**src/rtl/e2r_pkg.sv**
```systemverilog
// ----------------------------------------------------------------------------
// e2r_pkg
// Types, constants and arithmetic helpers of the Euler to rotation matrix block.
// ----------------------------------------------------------------------------
package e2r_pkg;

    localparam int CORDIC_N   = 16;
    localparam int NUM_LANES  = 3;
    localparam int NUM_STAGES = CORDIC_N + 4;

    localparam logic signed [16:0] FULL_TURN  = 17'sd46080;
    localparam logic signed [16:0] HALF_TURN  = 17'sd23040;
    localparam logic signed [16:0] QUARTER    = 17'sd11520;
    localparam logic signed [32:0] CORDIC_GAIN = 33'sd652032874;

    typedef struct packed {
        logic signed [32:0] x;
        logic signed [32:0] y;
        logic signed [24:0] z;
        logic               flip;
    } cord_lane_t;

    typedef struct packed {
        logic load;
        logic valid;
    } stage_ctl_t;

    function automatic logic signed [24:0] atan_lut(input logic [3:0] i);
        logic signed [24:0] r;
        unique case (i)
            4'd0:    r = 25'sd2949120;
            4'd1:    r = 25'sd1740967;
            4'd2:    r = 25'sd919879;
            4'd3:    r = 25'sd466945;
            4'd4:    r = 25'sd234379;
            4'd5:    r = 25'sd117304;
            4'd6:    r = 25'sd58666;
            4'd7:    r = 25'sd29335;
            4'd8:    r = 25'sd14668;
            4'd9:    r = 25'sd7334;
            4'd10:   r = 25'sd3667;
            4'd11:   r = 25'sd1833;
            4'd12:   r = 25'sd917;
            4'd13:   r = 25'sd458;
            4'd14:   r = 25'sd229;
            4'd15:   r = 25'sd115;
            default: r = 25'sd0;
        endcase
        return r;
    endfunction

    // Q.30 product, rounded by floor((p + 2^29) / 2^30)
    function automatic logic signed [32:0] mulq30(input logic signed [32:0] a,
                                                  input logic signed [32:0] b);
        logic signed [65:0] p;
        p = $signed({{33{a[32]}}, a}) * $signed({{33{b[32]}}, b});
        p = p + (66'sd1 <<< 29);
        return p[62:30];
    endfunction

    function automatic logic signed [15:0] to_q14(input logic signed [33:0] v);
        logic signed [34:0] t;
        logic signed [18:0] q;
        logic signed [15:0] r;
        t = $signed({v[33], v}) + 35'sd32768;
        q = t[34:16];
        if (q > 19'sd16384)
            r = 16'sd16384;
        else if (q < -19'sd16384)
            r = -16'sd16384;
        else
            r = q[15:0];
        return r;
    endfunction

endpackage

```
**src/rtl/e2r_prep.sv**
```systemverilog
// ----------------------------------------------------------------------------
// e2r_prep
// Wraps and folds the three angles and loads the CORDIC start vectors.
// ----------------------------------------------------------------------------
module e2r_prep
    import e2r_pkg::*;
(
    input  logic               clk,
    input  logic               rst_n,
    input  stage_ctl_t         ctl,
    input  logic signed [15:0] yaw_deg,
    input  logic signed [15:0] pitch_deg,
    input  logic signed [15:0] roll_deg,
    output cord_lane_t         lane_q [NUM_LANES],
    output logic               valid_q
);

    logic signed [16:0] ang  [NUM_LANES];
    cord_lane_t         lane_next [NUM_LANES];
    cord_lane_t         lane_reg  [NUM_LANES];
    logic               valid_reg;

    always_comb
    begin
        logic signed [16:0] t;
        logic               f;
        ang[0] = {yaw_deg[15], yaw_deg};
        ang[1] = -$signed({pitch_deg[15], pitch_deg});
        ang[2] = -$signed({roll_deg[15], roll_deg});
        for (int k = 0; k < NUM_LANES; k++)
        begin
            t = ang[k];
            f = 1'b0;
            if (t >= HALF_TURN)
                t = t - FULL_TURN;
            else if (t < -HALF_TURN)
                t = t + FULL_TURN;
            if (t > QUARTER)
            begin
                t = t - HALF_TURN;
                f = 1'b1;
            end
            else if (t < -QUARTER)
            begin
                t = t + HALF_TURN;
                f = 1'b1;
            end
            lane_next[k].x    = CORDIC_GAIN;
            lane_next[k].y    = 33'sd0;
            lane_next[k].z    = {{8{t[16]}}, t} <<< 9;
            lane_next[k].flip = f;
        end
    end

    always_ff @(posedge clk or negedge rst_n)
    begin
        if (!rst_n)
            valid_reg <= 1'b0;
        else if (ctl.load)
            valid_reg <= ctl.valid;
    end

    always_ff @(posedge clk)
    begin
        if (ctl.load)
            lane_reg <= lane_next;
    end

    assign lane_q  = lane_reg;
    assign valid_q = valid_reg;

endmodule

```
**config.mk**
```make
export PLATFORM = sky130hd
export DESIGN_NAME = e2r_prep
export DESIGN_NICKNAME = d
export VERILOG_FILES = /design/src/rtl/e2r_pkg.sv /design/src/rtl/e2r_prep.sv
export SDC_FILE = /design/constraint.sdc
export NUM_CORES = 1
export LEC_CHECK = 0
export BUFFER_PORTS_ARGS = -buffer_cell sky130_fd_sc_hd__buf_2
export CAP_MARGIN = 20
export CORE_MARGIN = 10
export CORE_UTILIZATION = 51
export CTS_CLUSTER_DIAMETER = 40
export CTS_CLUSTER_SIZE = 25
export DETAILED_ROUTE_END_ITERATION = 8
export HOLD_SLACK_MARGIN = 0.03
export MAX_ROUTING_LAYER = met4
export PLACE_DENSITY_LB_ADDON = 0.05
export SLEW_MARGIN = 20
export SYNTH_ARGS = -nofsm -noshare
export SYNTH_HDL_FRONTEND = slang
export SYNTH_SLANG_ARGS = --single-unit
```
**constraint.sdc**
```tcl
create_clock -name clk -period 1.2 [get_ports clk]
set_input_delay 0.36 -clock clk [delete_from_list [all_inputs] [get_ports clk]]
set_output_delay 0.36 -clock clk [all_outputs]
set_load 0.1 [all_outputs]
```
# Word level (Yosys, flattened, before mapping)
# Index checks and enable logic that the tools add are counted.
# totals
inputBits	52
out_inout_bits	277
register_bits	52
# classes
addsub	14
mux	15
n_lt_le_gt_ge	12
# op_table
op	count
$mux W17	6
$mux W16	6
$gt A17 B15 Y1 const B	3
$lt A17 B15 Y1 const B	3
$add A16 B16 Y16 const B	3
$sub A16 B16 Y16 const B	3
$add A17 B17 Y17 const B	2
$ge A17 B16 Y1 const B	2
$lt A17 B16 Y1 const B	2
$neg A16 Y17	2
$sub A17 B17 Y17 const B	2
$add A16 B17 Y17 const B	1
$sub A16 B17 Y17 const B	1
$ge A16 B16 Y1 const B	1
$lt A16 B16 Y1 const B	1
$mux W1	3

# Depth between registers and ports, before layout
# depth
depth_word	7
ltp_mapped	19
ltp_nobuf	17

# Least setup slack after synthesis
# Ideal clock, no wire load.
# synth_path
path_type	input -> register
from	input pitch_deg[1]
to	register lane_reg (netlist bit lane_q[112]) (data pin)
n_path_buf	2
stages	17
setup_time_ns	0.262
arrival_time_ns	4.310
setup_slack_ns	-3.373
path_cell_list	clkbuf_1 > inv_1 > ha_1 > clkbuf_1 > or3b_2 > or4_1 > xor2_1 > nor4_4 > o21a_1 > nor2_1 > xnor2_1 > ha_1 > a21oi_1 > a211oi_1 > o21bai_1 > a22oi_4 > mux2_1
# synth_lines
element	line_no	source
start: declaration	e2r_prep.sv:12	input logic signed [15:0] pitch_deg,
end signal: assignment	e2r_prep.sv:66	lane_reg <= lane_next;
end: declaration	e2r_prep.sv:20	cord_lane_t lane_reg [NUM_LANES];

==> flow_summary.json <==
{
  "outcome": "finished, violations left",
  "violations": "negative setup slack",
  "fmax_ghz": 0.275,
  "yosys.cell_types.count": 83,
  "min_period_ns": 3.63,
  "max-cap-violations": 0,
  "core_sq_um": 12100,
  "ff2ff_setup_slack_ns": 0.28,
  "synth_top_cells_by_count": "buf_4 (225), edfxtp_1 (51), nor2_1 (48), xnor2_1 (42), nand2_1 (31)",
  "path_class": "in2reg",
  "fin_ws_ns": -2.43,
  "syn_to_final_growth_pct": 63.0,
  "cts.htree.levels": 2,
  "synth-edff-count": 51,
  "async_reset_ff_share_pct": 1.92,
  "yosys.area.top_type": "buf_4",
  "cp.arrival_ns": 3.67,
  "viasPerCell": 5.08,
  "design_area_sq_um": 10300,
  "n_fill_cell": 660,
  "dpl-instance-area_sq_um": 8790,
  "synth_seq_area_share_pct": 24.7,
  "vias": 6337,
  "synth-warning-count": 0,
  "syn_avg_cell_area_sq_um": 8.62,
  "regArea_sq_um": 1560,
  "grt_antenna_before_repair": 0,
  "grt_pass1_wl_mm": 35.4,
  "place_hpwl_mm": 18.0,
  "cellPowerDensity_nw_per_um2": 1280,
  "cts-root-buf": "clkbuf_16",
  "grt_use_total_pct": 25.5,
  "max_slew_margin_pct": 57.7,
  "r2r_start": "valid_q",
  "cp.required_ns": 1.24,
  "synth_most_common_cell": "buf_4",
  "drt-initial-drc-count": 585,
  "layout.nets": 1147,
  "ys_seq_elements": 52,
  "place.gp.congestion": 0.913,
  "wl_per_cell_um": 19.8,
  "rsz0062_at_grt": "yes",
  "reg2reg_to": "valid_q",
  "synth_area_leaders": "buf_4 (27%), edfxtp_1 (24%), xnor2_1 (5.8%), ha_1 (3.4%), nor2_1 (2.9%)",
  "cts.clk_slew.worst_paths_ns": 0.07,
  "die_x_um": 131,
  "cts.sinks": 52,
  "port-buffer-count": 103,
  "hp-start": "yaw_deg[3]",
  "end_kind": "flop",
  "cts_buffer_depth": 2,
  "p_leak_nw": 4.64,
  "fin_crit_sh_pct": 303,
  "fin_skew_ns": 0,
  "setup_viol": 86,
  "start_util_pct": 52.3,
  "grt_overflow": 0,
  "drive_gt1_share_pct": 48.7,
  "setup_tns_ns": -54.47,
  "min_path_type": "in2reg",
  "synth_area_sq_um": 6310,
  "multi_input_area_sq_um": 4720,
  "hold_depth": 1,
  "ios": 329,
  "antenna_cells": 0,
  "ff2ff_path_depth": 2,
  "worst-path-max-fanout": 4,
  "maxSlewViolCount": 0,
  "insertion_delay_ns": 0.30,
  "core.rowCount": 40,
  "min_to": "lane_q[197]",
  "drt-pass1-iter-count": 5,
  "critPathLaunchType": "primary input",
  "synth_top_area_share_pct": 26.8,
  "drc": 0,
  "tightestPinTransition_ns": 0.630,
  "ant_nets": 0,
  "grt_max_degree": 22,
  "numCtsBuffers": 5,
  "fp.dieH_um": 131,
  "drt_wl_total_mm": 24.7,
  "hold_viol_final": 0,
  "cts_tree": "yes",
  "die_area_sq_um": 17200,
  "ir_drop_v": 0.00169,
  "synthFlopType": "edfxtp_1",
  "syn_inst": 732,
  "grt_pass1_vias": 6417
}
## state kept, by name, summed over array words and instances, names as in the netlist
signal	count
lane_q	51
valid_q	1
## per-stage QoR
stage	util (%)	power (W)	hold WS [ns]	instances	setup slack, ns
4_1_cts	81.0	0.0127	0.244	1230	-2.45
2_1_floorplan	-	0.00912	0.0644	955	-2.82
3_5_place_dp	72.9	0.0108	0.135	1188	-2.84
6_report	85.3	0.0132	0.245	1247	-2.43
5_1_grt	85.3	0.0135	0.241	1247	-2.55
3_3_place_gp	72.9	0.0107	0.136	1188	-2.75
## cell usage in the layout, fill, tap and decap left out, drive strengths merged, types with 5 or more instances in the layout
master	count
ha	17
inv	18
conb	225
nor4	11
o32ai	5
o21bai	7
o22ai	8
or4	9
nor2	48
o31ai	11
nand3	7
nand2	31
clkbuf	6
mux2i	5
xnor2	45
o21ai	20
a211oi	9
buf	367
a31oi	5
a21oi	28
a22oi	5
edfxtp	51
nor3	27
o211ai	6
nand4	8
xor2	15
or2	5
## routing by layer
| layer | wire (um) | global-route usage, % | up-vias |
|---|---|---|---|
| met2 | 13300 | 45.2 | 370 |
| met5 | 0 | - | - |
| met4 | 671 | 6.63 | 0 |
| met3 | 1390 | 4.15 | 58 |
| li1 | - | - | 2856 |
| met1 | 9350 | 29.1 | 3053 |
## worst max-delay path, stage by stage
cell,delay [ns]
buf_6,0.09
or4_4,0.55
or4_4,0.55
a221oi_4,0.32
a31oi_2,0.14
nor2_2,0.13
o21bai_4,0.14
xnor2_2,0.09
ha_2,0.19
a21oi_2,0.14
nor2_1,0.05
a32oi_1,0.23
nand2_1,0.15
a21oi_4,0.23
o32ai_2,0.12
xor2_1,0.16
## kinds of logic after synthesis
| logic type | Yosys count | share of synthesized area [%] |
|---|---|---|
| AOI/OAI and AO/OA | 146 | 17.1 |
| xor gates and xnor gates | 60 | 8.69 |
| adders and majority gates | 17 | 3.37 |
| buffers and inverters | 271 | 29.8 |
| DFF | 52 | 24.7 |
| muxes | 7 | 1.15 |
| other | 2 | 0.119 |
| and+or+nand+nor | 177 | 15.1 |
## timing repair
item | CTS | global route
hold buffers | 1 | 0
setup endpoints to repair | 87 | 87
hold endpoints to repair | 1 | 0
resized for setup | 121 | 62
pin swaps | 59 | 46
setup buffers | 35 | 24
## how the worst max path moves through the flow
stage | from | endpoint | slack [ns]
after CTS | roll_deg[7] | lane_q[23] | -2.45
after global placement | roll_deg[1] | lane_q[23] | -2.75
after detailed placement | roll_deg[1] | lane_q[23] | -2.84
after floorplan | pitch_deg[0] | lane_q[112] | -2.82
after global routing | roll_deg[5] | lane_q[23] | -2.55
final | roll_deg[5] | lane_q[23] | -2.43
## power by group
part           switching [W]  total, W  internal (W)
Clock               0.000689   0.00146      0.000770
Sequential          0.000223   0.00256       0.00233
Combinational        0.00661   0.00914       0.00253
Total                0.00752    0.0132       0.00563
## cell type report
| cell class | instances | area share (%) |
|---|---|---|
| sequential | 52 | 15.1 |
| inverter | 19 | 1.01 |
| timing repair buffer | 368 | 34.5 |
| clock inverter | 2 | 0.110 |
| clock buffer | 6 | 1.25 |
| tap | 168 | 2.04 |
| multi-input combinational | 632 | 45.9 |
(Power assumes the default switching activity.)
